`src/design/adsr_pkg.sv`:
```
`default_nettype none
package adsr_pkg;

    localparam int SAMPLE_W   = 8;
    localparam int LEN_W_MAX  = 15;
    localparam int GAIN_W     = 16;
    localparam int CFG_DATA_W = 16;
    localparam int CFG_IDX_W  = 3;
    localparam int NUM_W      = 31;
    localparam int QUO_W      = 16;

    localparam int MAX_NOTE_LEN_DEF = 16384;
    localparam int QUEUE_DEPTH      = 2;

    localparam logic [LEN_W_MAX-1:0] POS_MAX = 15'h7fff;
    localparam logic [GAIN_W-1:0]    ONE_Q15 = 16'h8000;

    localparam logic [CFG_IDX_W-1:0] REG_ATTACK  = 3'd0;
    localparam logic [CFG_IDX_W-1:0] REG_DECAY   = 3'd1;
    localparam logic [CFG_IDX_W-1:0] REG_SUSTAIN = 3'd2;
    localparam logic [CFG_IDX_W-1:0] REG_RELEASE = 3'd3;
    localparam logic [CFG_IDX_W-1:0] REG_VOLUME  = 3'd4;

    typedef enum logic [1:0] {
        PH_ATTACK  = 2'd0,
        PH_DECAY   = 2'd1,
        PH_SUSTAIN = 2'd2,
        PH_RELEASE = 2'd3
    } phase_t;

    typedef enum logic [1:0] {
        B_IDLE,
        B_DIV,
        B_ENV,
        B_VOL
    } back_state_t;

    typedef struct packed {
        logic [LEN_W_MAX-1:0] attack_len;
        logic [LEN_W_MAX-1:0] decay_len;
        logic [GAIN_W-1:0]    sustain_level;
        logic [LEN_W_MAX-1:0] release_len;
    } env_cfg_t;

    // One classified sample: gain is num / den when use_div, else num[15:0]
    typedef struct packed {
        logic [SAMPLE_W-1:0]  sample;
        phase_t               phase;
        logic                 use_div;
        logic [NUM_W-1:0]     num;
        logic [LEN_W_MAX-1:0] den;
    } env_item_t;

    // Centre the sample, scale by a Q1.15 gain, round half away from zero, saturate.
    function automatic logic [SAMPLE_W-1:0] scale_u8(input logic [SAMPLE_W-1:0] s,
                                                     input logic [GAIN_W-1:0]   g);
        logic signed [9:0]  c;
        logic signed [26:0] y;
        logic [26:0]        r;
        logic [SAMPLE_W-1:0] q;
        c = $signed({1'b0, s, 1'b0}) - 10'sd255;
        y = 27'sd8355840 + c * $signed({1'b0, g});
        r = unsigned'(y) + 27'd32768;
        if (y <= 27'sd0)
            q = '0;
        else if (r[26:16] > 11'd255)
            q = 8'd255;
        else
            q = r[23:16];
        return q;
    endfunction

endpackage
`default_nettype wire

```
`src/design/adsr_front.sv`:
```
`default_nettype none
module adsr_front #(
    parameter int MAX_NOTE_LEN = adsr_pkg::MAX_NOTE_LEN_DEF
) (
    input  wire                            clk,
    input  wire                            rst_n,
    input  wire                            in_valid,
    output logic                           in_ready,
    input  wire [adsr_pkg::SAMPLE_W-1:0]   sample_in,
    input  wire [adsr_pkg::LEN_W_MAX-1:0]  note_len,
    input  wire                            first_of_note,
    input  adsr_pkg::env_cfg_t             cfg,
    output logic                           push_valid,
    input  wire                            push_ready,
    output adsr_pkg::env_item_t            push_item
);
    import adsr_pkg::*;

    localparam int LEN_W = (MAX_NOTE_LEN >= 32767) ? LEN_W_MAX : $clog2(MAX_NOTE_LEN + 1);

    logic [LEN_W_MAX-1:0] pos_reg, pos_next;
    logic [LEN_W-1:0]     len_reg, len_next;

    logic [LEN_W-1:0]     len_clamp;
    logic [LEN_W_MAX-1:0] idx, len15, rs, t, mul_a;
    logic [LEN_W_MAX:0]   att_dec;
    logic                 in_att, in_dec, in_sus, in_rel;
    logic [NUM_W-1:0]     prod;
    logic                 accept;

    assign in_ready   = push_ready;
    assign push_valid = in_valid;
    assign accept     = in_valid && push_ready;

    always_comb
    begin
        if ({2'b00, note_len} > 17'(MAX_NOTE_LEN))
            len_clamp = LEN_W'(MAX_NOTE_LEN);
        else
            len_clamp = LEN_W'(note_len);
    end

    assign idx   = first_of_note ? '0 : pos_reg;
    assign len_next = first_of_note ? len_clamp : len_reg;
    assign len15 = LEN_W_MAX'(len_next);
    assign rs    = (cfg.release_len <= len15) ? (len15 - cfg.release_len) : '0;

    assign att_dec = {1'b0, cfg.attack_len} + {1'b0, cfg.decay_len};
    assign in_att  = (idx < cfg.attack_len) && (idx < rs);
    assign in_dec  = ({1'b0, idx} < att_dec) && (idx < rs);
    assign in_sus  = idx < rs;
    assign in_rel  = idx < len15;

    assign t     = idx - cfg.attack_len;
    assign mul_a = in_dec ? t : (len15 - idx);
    assign prod  = NUM_W'(mul_a * cfg.sustain_level);

    always_comb
    begin
        push_item.sample  = sample_in;
        push_item.phase   = PH_RELEASE;
        push_item.use_div = 1'b0;
        push_item.num     = '0;
        push_item.den     = cfg.decay_len;
        if (in_att)
        begin
            push_item.phase   = PH_ATTACK;
            push_item.use_div = 1'b1;
            push_item.num     = NUM_W'({idx, 15'b0});
            push_item.den     = cfg.attack_len;
        end
        else if (in_dec)
        begin
            push_item.phase   = PH_DECAY;
            push_item.use_div = 1'b1;
            push_item.num     = NUM_W'({cfg.decay_len - t, 15'b0}) + prod;
        end
        else if (in_sus)
        begin
            push_item.phase = PH_SUSTAIN;
            push_item.num   = NUM_W'(cfg.sustain_level);
        end
        else if (in_rel)
        begin
            push_item.use_div = 1'b1;
            push_item.num     = prod;
            push_item.den     = cfg.release_len;
        end
    end

    assign pos_next = (idx < POS_MAX) ? (idx + 15'd1) : idx;

    always_ff @(posedge clk or negedge rst_n)
    begin
        if (!rst_n)
        begin
            pos_reg <= '0;
            len_reg <= '0;
        end
        else if (accept)
        begin
            pos_reg <= pos_next;
            len_reg <= len_next;
        end
    end

endmodule
`default_nettype wire

```
`src/design/adsr_queue.sv`:
```
`default_nettype none
module adsr_queue (
    input  wire                  clk,
    input  wire                  rst_n,
    input  wire                  wr_valid,
    output logic                 wr_ready,
    input  adsr_pkg::env_item_t  wr_item,
    output logic                 rd_valid,
    input  wire                  rd_ready,
    output adsr_pkg::env_item_t  rd_item
);
    import adsr_pkg::*;

    localparam int PTR_W = (QUEUE_DEPTH > 1) ? $clog2(QUEUE_DEPTH) : 1;
    localparam int CNT_W = $clog2(QUEUE_DEPTH + 1);

    env_item_t            mem_reg [QUEUE_DEPTH];
    logic [PTR_W-1:0]     wr_ptr_reg, wr_ptr_next;
    logic [PTR_W-1:0]     rd_ptr_reg, rd_ptr_next;
    logic [CNT_W-1:0]     cnt_reg, cnt_next;
    logic                 do_wr, do_rd;

    assign wr_ready = cnt_reg != CNT_W'(QUEUE_DEPTH);
    assign rd_valid = cnt_reg != '0;
    assign rd_item  = mem_reg[rd_ptr_reg];
    assign do_wr    = wr_valid && wr_ready;
    assign do_rd    = rd_valid && rd_ready;

    always_comb
    begin
        wr_ptr_next = wr_ptr_reg;
        rd_ptr_next = rd_ptr_reg;
        if (do_wr)
            wr_ptr_next = (wr_ptr_reg == PTR_W'(QUEUE_DEPTH - 1)) ? '0 : wr_ptr_reg + 1'b1;
        if (do_rd)
            rd_ptr_next = (rd_ptr_reg == PTR_W'(QUEUE_DEPTH - 1)) ? '0 : rd_ptr_reg + 1'b1;
        cnt_next = cnt_reg + CNT_W'(do_wr) - CNT_W'(do_rd);
    end

    always_ff @(posedge clk or negedge rst_n)
    begin
        if (!rst_n)
        begin
            wr_ptr_reg <= '0;
            rd_ptr_reg <= '0;
            cnt_reg    <= '0;
        end
        else
        begin
            wr_ptr_reg <= wr_ptr_next;
            rd_ptr_reg <= rd_ptr_next;
            cnt_reg    <= cnt_next;
        end
    end

    always_ff @(posedge clk)
    begin
        if (do_wr)
            mem_reg[wr_ptr_reg] <= wr_item;
    end

endmodule
`default_nettype wire

```
`src/design/adsr_back.sv`:
```
`default_nettype none
module adsr_back (
    input  wire                           clk,
    input  wire                           rst_n,
    input  wire                           rd_valid,
    output logic                          rd_ready,
    input  adsr_pkg::env_item_t           rd_item,
    input  wire [adsr_pkg::GAIN_W-1:0]    volume_gain,
    output logic                          out_valid,
    input  wire                           out_ready,
    output logic [adsr_pkg::SAMPLE_W-1:0] sample_out,
    output logic [1:0]                    env_phase
);
    import adsr_pkg::*;

    localparam int STEP_W = $clog2(QUO_W);

    back_state_t          state_reg, state_next;
    logic [STEP_W-1:0]    step_reg, step_next;
    logic [LEN_W_MAX-1:0] rem_reg, rem_next;
    logic [QUO_W-1:0]     quo_reg, quo_next;
    logic [LEN_W_MAX-1:0] den_reg;
    logic [SAMPLE_W-1:0]  sample_reg, shaped_reg;
    phase_t               phase_reg;
    logic                 out_valid_reg;
    logic [SAMPLE_W-1:0]  out_sample_reg;
    logic [1:0]           out_phase_reg;

    logic                 load, div_step, env_en, vol_en, out_free;
    logic [LEN_W_MAX:0]   trial;
    logic                 fits;
    logic [SAMPLE_W-1:0]  scl_s, scl_q;
    logic [GAIN_W-1:0]    scl_g;

    assign out_free = !out_valid_reg || out_ready;

    // next state
    always_comb
    begin
        state_next = state_reg;
        case (state_reg)
            B_IDLE:
                if (rd_valid)
                    state_next = rd_item.use_div ? B_DIV : B_ENV;
            B_DIV:
                if (step_reg == STEP_W'(QUO_W - 1))
                    state_next = B_ENV;
            B_ENV:
                state_next = B_VOL;
            B_VOL:
                if (out_free)
                    state_next = B_IDLE;
            default:
                state_next = B_IDLE;
        endcase
    end

    // control outputs
    always_comb
    begin
        rd_ready = 1'b0;
        load     = 1'b0;
        div_step = 1'b0;
        env_en   = 1'b0;
        vol_en   = 1'b0;
        case (state_reg)
            B_IDLE:
            begin
                rd_ready = 1'b1;
                load     = rd_valid;
            end
            B_DIV:
                div_step = 1'b1;
            B_ENV:
                env_en = 1'b1;
            B_VOL:
                vol_en = out_free;
            default:
                rd_ready = 1'b0;
        endcase
    end

    // one restoring divide step: shift in the next numerator bit, subtract if it fits
    assign trial = {rem_reg, quo_reg[QUO_W-1]};
    assign fits  = trial >= {1'b0, den_reg};

    always_comb
    begin
        rem_next  = rem_reg;
        quo_next  = quo_reg;
        step_next = step_reg;
        if (load)
        begin
            rem_next  = rd_item.use_div ? rd_item.num[NUM_W-1:QUO_W] : '0;
            quo_next  = rd_item.num[QUO_W-1:0];
            step_next = '0;
        end
        else if (div_step)
        begin
            rem_next  = fits ? LEN_W_MAX'(trial - {1'b0, den_reg}) : LEN_W_MAX'(trial);
            quo_next  = {quo_reg[QUO_W-2:0], fits};
            step_next = step_reg + 1'b1;
        end
    end

    // shared scaler: envelope gain first, then track volume
    assign scl_s = env_en ? sample_reg : shaped_reg;
    assign scl_g = env_en ? quo_reg : volume_gain;
    assign scl_q = scale_u8(scl_s, scl_g);

    always_ff @(posedge clk or negedge rst_n)
    begin
        if (!rst_n)
        begin
            state_reg     <= B_IDLE;
            out_valid_reg <= 1'b0;
        end
        else
        begin
            state_reg <= state_next;
            if (vol_en)
                out_valid_reg <= 1'b1;
            else if (out_ready)
                out_valid_reg <= 1'b0;
        end
    end

    always_ff @(posedge clk)
    begin
        rem_reg  <= rem_next;
        quo_reg  <= quo_next;
        step_reg <= step_next;
        if (load)
        begin
            den_reg    <= rd_item.den;
            sample_reg <= rd_item.sample;
            phase_reg  <= rd_item.phase;
        end
        if (env_en)
            shaped_reg <= scl_q;
        if (vol_en)
        begin
            out_sample_reg <= scl_q;
            out_phase_reg  <= phase_reg;
        end
    end

    assign out_valid  = out_valid_reg;
    assign sample_out = out_sample_reg;
    assign env_phase  = out_phase_reg;

endmodule
`default_nettype wire

```
`src/design/adsr_envelope_volume.sv`:
```
// Channel  | Direction | Handshake          | Payload
// s_*      | in        | s_tvalid/s_tready  | s_tdata: sample_in, note_len; s_tuser: first_of_note
// m_*      | out       | m_tvalid/m_tready  | m_tdata: sample_out; m_tuser: env_phase
// cfg_*    | in        | cfg_we (no wait)   | cfg_index, cfg_data
//
// A sample is classified in the cycle it is accepted and queued (two entries).
// In attack, decay or release the back end runs each sample through the radix-2 gain
// divider before the envelope and volume scaling; in sustain or past note end it skips the divider.
// The result register frees the back end: it starts the next sample while a result waits.
// Reset clears position, note length, queue and result valid; there is no clearing pass.
// A stalled m_tready holds the result; s_tready drops only when the queue is full.
`default_nettype none
module adsr_envelope_volume #(
    parameter int MAX_NOTE_LEN = adsr_pkg::MAX_NOTE_LEN_DEF
) (
    input  wire                              clk,
    input  wire                              rst_n,
    input  wire                              s_tvalid,
    output logic                             s_tready,
    input  wire [23:0]                       s_tdata,   // sample_in[7:0], note_len[22:8], pad
    input  wire [0:0]                        s_tuser,   // first_of_note[0]
    output logic                             m_tvalid,
    input  wire                              m_tready,
    output logic [7:0]                       m_tdata,   // sample_out[7:0]
    output logic [1:0]                       m_tuser,   // env_phase[1:0]
    input  wire                              cfg_we,
    input  wire [adsr_pkg::CFG_IDX_W-1:0]    cfg_index,
    input  wire [adsr_pkg::CFG_DATA_W-1:0]   cfg_data
);
    import adsr_pkg::*;

    env_cfg_t          cfg_reg;
    logic [GAIN_W-1:0] volume_reg;

    logic              q_wr_valid, q_wr_ready, q_rd_valid, q_rd_ready;
    env_item_t         q_wr_item, q_rd_item;

    always_ff @(posedge clk or negedge rst_n)
    begin
        if (!rst_n)
        begin
            cfg_reg.attack_len    <= '0;
            cfg_reg.decay_len     <= '0;
            cfg_reg.sustain_level <= ONE_Q15;
            cfg_reg.release_len   <= '0;
            volume_reg            <= ONE_Q15;
        end
        else if (cfg_we)
        begin
            case (cfg_index)
                REG_ATTACK:  cfg_reg.attack_len    <= cfg_data[LEN_W_MAX-1:0];
                REG_DECAY:   cfg_reg.decay_len     <= cfg_data[LEN_W_MAX-1:0];
                REG_SUSTAIN: cfg_reg.sustain_level <= cfg_data;
                REG_RELEASE: cfg_reg.release_len   <= cfg_data[LEN_W_MAX-1:0];
                REG_VOLUME:  volume_reg            <= cfg_data;
                default:     volume_reg            <= volume_reg;
            endcase
        end
    end

    adsr_front #(
        .MAX_NOTE_LEN (MAX_NOTE_LEN)
    ) u_front (
        .clk           (clk),
        .rst_n         (rst_n),
        .in_valid      (s_tvalid),
        .in_ready      (s_tready),
        .sample_in     (s_tdata[7:0]),
        .note_len      (s_tdata[22:8]),
        .first_of_note (s_tuser[0]),
        .cfg           (cfg_reg),
        .push_valid    (q_wr_valid),
        .push_ready    (q_wr_ready),
        .push_item     (q_wr_item)
    );

    adsr_queue u_queue (
        .clk      (clk),
        .rst_n    (rst_n),
        .wr_valid (q_wr_valid),
        .wr_ready (q_wr_ready),
        .wr_item  (q_wr_item),
        .rd_valid (q_rd_valid),
        .rd_ready (q_rd_ready),
        .rd_item  (q_rd_item)
    );

    adsr_back u_back (
        .clk         (clk),
        .rst_n       (rst_n),
        .rd_valid    (q_rd_valid),
        .rd_ready    (q_rd_ready),
        .rd_item     (q_rd_item),
        .volume_gain (volume_reg),
        .out_valid   (m_tvalid),
        .out_ready   (m_tready),
        .sample_out  (m_tdata),
        .env_phase   (m_tuser)
    );

endmodule
`default_nettype wire

```
`config.mk`:
```
export PLATFORM = sky130hd
export DESIGN_NAME = adsr_envelope_volume
export DESIGN_NICKNAME = d
export VERILOG_FILES = /design/src/design/adsr_pkg.sv /design/src/design/adsr_front.sv /design/src/design/adsr_queue.sv /design/src/design/adsr_back.sv /design/src/design/adsr_envelope_volume.sv
export SDC_FILE = /design/constraint.sdc
export NUM_CORES = 2
export LEC_CHECK = 0
export BUFFER_PORTS_ARGS = -buffer_cell sky130_fd_sc_hd__clkbuf_2
export CORE_MARGIN = 4
export CORE_UTILIZATION = 55
export CTS_CLUSTER_SIZE = 12
export DETAILED_ROUTE_END_ITERATION = 10
export PLACE_DENSITY = 0.72
export SLEW_MARGIN = 20
export SYNTH_ARGS = -nofsm -noshare
export SYNTH_HDL_FRONTEND = slang
export SYNTH_HIERARCHICAL = 1
export SYNTH_SLANG_ARGS = --single-unit
```
`constraint.sdc`:
```
create_clock -name clk -period 13.7 [get_ports clk]
set_input_delay 0.685 -clock clk [delete_from_list [all_inputs] [get_ports clk]]
set_output_delay 0.685 -clock clk [all_outputs]
set_load 0.1 [all_outputs]
```
Word level (Yosys, flattened, before mapping)
Memories as Yosys holds them, arrays and structs flattened.
Index checks and enable logic that the tools add are counted.
{"block": "classes", "n_addsub": 16, "mul": 2, "n_lt_le_gt_ge": 10, "n_eq_ne": 12, "mux": 40, "n_reduce_logical": 17}
{"cell": "$mux 15", "n": 12}
{"cell": "$sub 15x15->15", "n": 5}
{"cell": "$mux 49", "n": 1}
{"cell": "$mux 16", "n": 3}
{"cell": "$mux 47", "n": 1}
{"cell": "$lt 15x15->1", "n": 3}
{"cell": "$mux 34", "n": 1}
{"cell": "$add 30x31->31", "n": 1}
{"cell": "$mul 15x16->31", "n": 1}
{"cell": "$mux 31", "n": 1}
{"cell": "$add 24x27->27 const A", "n": 1}
{"cell": "$add 27x16->27 const B", "n": 1}
{"cell": "$le 27x1->1 const B", "n": 1}
{"cell": "$mul 10x17->27", "n": 1}
{"cell": "$mux 8", "n": 3}
{"cell": "$add 15x15->16", "n": 1}
{"cell": "$ge 16x15->1", "n": 1}
{"cell": "$lt 15x16->1", "n": 1}
{"cell": "$add 15x1->15 const B", "n": 1}
{"cell": "$gt 15x15->1 const B", "n": 1}
{"cell": "$le 15x15->1", "n": 1}
{"cell": "$lt 15x15->1 const B", "n": 1}
{"cell": "$mux 1", "n": 13}
{"cell": "$gt 11x8->1 const B", "n": 1}
{"cell": "23 further kinds", "n": 40}
{"block": "totals", "register_bits": 192, "ramBits": 114, "out_inout_bits": 12, "elab_cells": 119, "n_memories": 1}
{"name": "u_queue.mem_reg", "words": 2, "word_bits": 57, "rd": 1, "rd_ports_with_merged_regs": 0, "write_ports": 1, "line": "adsr_queue.sv:17", "rtl": "env_item_t mem_reg [QUEUE_DEPTH];"}

Longest topological paths before layout
{"block": "depth", "word_depth": 13, "depth_mapped": 62, "ltp_nobuf": 56}

Hierarchy
Netlist, hierarchy kept.
{"mod": "adsr_front", "n_inst": 1, "cells_each": 1927, "area_each_um2": 15310.9, "seq_area_each_um2": 750.7}
{"mod": "adsr_back", "n_inst": 1, "cells_each": 1058, "area_each_um2": 10013.4, "seq_area_each_um2": 2377.3}
{"mod": "adsr_queue", "n_inst": 1, "cells_each": 199, "area_each_um2": 4408.0, "seq_area_each_um2": 3523.4}
{"mod": "adsr_envelope_volume", "n_inst": 1, "cells_each": 167, "area_each_um2": 2972.9, "seq_area_each_um2": 1929.4}

Worst setup path after synthesis
No wires, ideal clock.
{"block": "synth_path", "kind": "input -> register", "start": "input s_tuser", "end": "memory u_queue/mem_reg[0][45] (netlist name), data pin", "setup_ns": 0.258, "t_arrival_ns": 12.155, "required_time_ns": 13.442, "slack_ns": 1.287, "stages": 55, "path_cell_list": "buf_2 nor4b_1 a41o_1 clkbuf_1 a21oi_1 ha_1 fa_1 nor2b_1 o21ai_0 a21oi_1 a211oi_1 a2bb2oi_1 a211o_1 o21ai_0 xor2_1 nand2_1 ha_1 and4_1 [19 not listed] ha_1 clkbuf_1 nand2_1 or3_1 a21oi_1 o21a_1 nor4_1 a311o_1 ha_1 nand2_1 nor3_1 a221oi_1 a22oi_1 and4_1 o31a_1 o21ai_1 xnor2_1 and2_1"}
{"element": "start: declaration", "line": "adsr_envelope_volume.sv:21", "rtl": "input wire [0:0] s_tuser,"}
{"element": "end: declaration", "line": "adsr_queue.sv:17"}

==> out/results.ini <==
[status]
status=finished, final reports clean

[clocking]
clk_pin_slew_worst_paths_ns=0.05
post_cts_buffers=0
hold_buffers=0
cts_made_buffers=35
cts.sinks=306
tritoncts=built
ctsResizeCount=0
insertion_delay_ns=0.54
htreeDepth=2
clockRootBuffer=clkbuf_16
cts_buffer_depth=3

[global_route]
grt.total_usage=0.252
grt_pass1_wl_um=129000
met2_usage=0.405
antenna_found_initial=7
grt_pass1_vias=24000
grt.busiest_layer=met2
grt_max_degree=75
grtUsageMet1=0.357
overflow=0
grtUsageMet3=0.0392

[synthesis]
syn-cell-area_mm2=0.0327
yosysSeqAreaShare=0.262
synthCells=3351
synth-async-reset-ratio=0.373
synth_top_area_share=0.182
synthTopCellsByCount=480 x inv_1, 398 x nand2_1, 316 x ha_1, 298 x fa_1, 188 x edfxtp_1
synth_warnings=6
ys_top_cells_by_area=fa_1 18%, edfxtp_1 17%, ha_1 12%
synth.most_common_cell=inv_1
synth_cell_types=106
syn_area_per_cell_um2=9.76
synth_edf_count=188
synth_nets=4014
synth_seq_cells=306
synth_top_flop_cell=edfxtp_1
yosysTopAreaCell=fa_1

[timing]
finalWorstSetupSlack_ns=0.688
skew_ns=0.0138
min_period_ns=13.01
slew_headroom=0.201
max_freq_ghz=0.0769
period_share=0.950
final-hold-violation-count=0
drv_slew=0
tns_ns=0
rsz0062_at_grt=false
finalSetupViolCount=0
worst_slew_pin_slew_ns=1.17

[setup_path]
endpoint_kind=flip-flop
path_class=input pin to flip-flop
arrival_ns=13.26
cpMostUsedCell=fa_1
critical_path.top_delay_family=compound AO/OA/AOI/OAI gates
worstSetupStartpointType=input pin
worstPathMaxFanout=16
crit_buf_inv=7
required_ns=13.95
max_stage_delay_ns=0.55
critPathSlowestCell=fa_1
rrSetupSlack_ns=1.14

[drt]
drc=0
wirelength_um=79300
drtIter0Drc=1683
num_vias=24000
drt.antenna.violating_nets=0
via_per_inst=5.75
post_drt_wl_per_cell_um=19.0
dr.pass1.iters=5

[die]
die-area_mm2=0.0634
die_w_um=252
rows=89
core_mm2=0.0589
pin_count=61
die_h_um=252
start_util=0.555

[job]
drv_cap=0

[cells_and_area]
regArea_mm2=0.00858
nets=4040
largest_register_ff_count=114
multi_input_area_mm2=0.0218
area_growth_pct=7.04
design_area_mm2=0.0350
post_route_cells_drive_above_1_share=0.105
num-fill-cells=5041

[hold_path]
hold_class=input pin to asynchronous set/reset pin

[placement]
gp_congestion=0.983
dpl_cell_area_mm2=0.0338
dp_slack_ns=0.140
hpwl_um=63100
port-buffer-count=59

[metal layers]
metal | up-vias | share of wire
li1 | 11300 | -
met2 | 692 | 0.46
met4 | 2 | 0.029
met3 | 126 | 0.068
met1 | 11900 | 0.45
met5 | - | 0.00016
[area by class of cell]
class	count	share of cell area
Tap cell	773	0.0276
Clock buffer	51	0.0282
Inverter	483	0.0518
Sequential cell	306	0.245
Antenna cell	6	0.000429
Multi-Input combinational cell	2443	0.622
Timing Repair Buffer	108	0.0211
Clock inverter	13	0.00386
[cells in the final DEF, fill, tap and decap left out, types with 30 or more instances in the layout]
cell type / count
buf_4: 43
mux2_2: 95
nand3_1: 35
xnor2_1: 87
mux2_1: 30
xor2_1: 53
a31oi_1: 33
nor3_1: 41
nand2_1: 398
inv_1: 480
edfxtp_1: 188
nand2b_1: 41
o21ai_0: 78
clkbuf_2: 58
fa_1: 298
mux2_4: 30
and2_1: 162
ha_1: 315
mux2i_1: 30
clkbuf_16: 36
dfrtp_1: 111
a21o_1: 47
nor2_1: 147
a21oi_1: 161
[worst register-to-register path: cells and delay by family (launching register included)]
family / cells / cell delay, ns
AND/OR/NAND/NOR: 10 / 1.22
AO/OA/AOI/OAI: 20 / 5.09
flip-flops: 1 / 0.37
adder cells (fa/ha/maj): 11 / 4.50
XOR/XNOR: 3 / 0.54
buffers and inverters: 5 / 0.55
[per-stage QoR]
| step | hold WS [ns] | utilization | std cells |
|---|---|---|---|
| final | 0.116 | 0.594 | 4183 |
| after global routing | 0.148 | 0.594 | 4178 |
| after detailed placement | 0.407 | 0.573 | 4110 |
| after CTS | 0.112 | 0.592 | 4174 |
| after floorplan | 0.389 | - | 3351 |
| after global placement | 0.403 | 0.573 | 4109 |
[kinds of logic after synthesis]
family | after synthesis | share of synthesized area
compound gates | 551 | 0.115
xor+xnor | 140 | 0.0375
fa+ha+maj | 614 | 0.303
buf+inv | 602 | 0.0751
flops | 306 | 0.262
mux | 187 | 0.0667
simple gates | 951 | 0.140
[path summary, 6_finish.rpt]
| check | from | endpoint | cells after the start |
|---|---|---|---|
| setup / recovery | s_tdata[16] | u_queue/mem_reg[0][43]$_DFFE_PP_ | 52 |
| hold / removal | rst_n | u_front/len_reg[0]$_DFFE_PN0P_ | 1 |
| setup reg to reg | u_front/len_reg[0]$_DFFE_PN0P_ | u_queue/mem_reg[0][43]$_DFFE_PP_ | 49 |
| hold reg to reg | u_back/phase_reg[0]$_DFFE_PP_ | u_back/env_phase[0]$_DFFE_PP_ | 0 |
| max in group asynchronous | rst_n | cfg_reg[30]$_DFFE_PN1P_ | 3 |
| min in group clk | s_tdata[0] | u_queue/mem_reg[0][49]$_DFFE_PP_ | 1 |
Power is not shown: default switching activity piles up to over one toggle a cycle in this logic, so the estimate is an artifact.
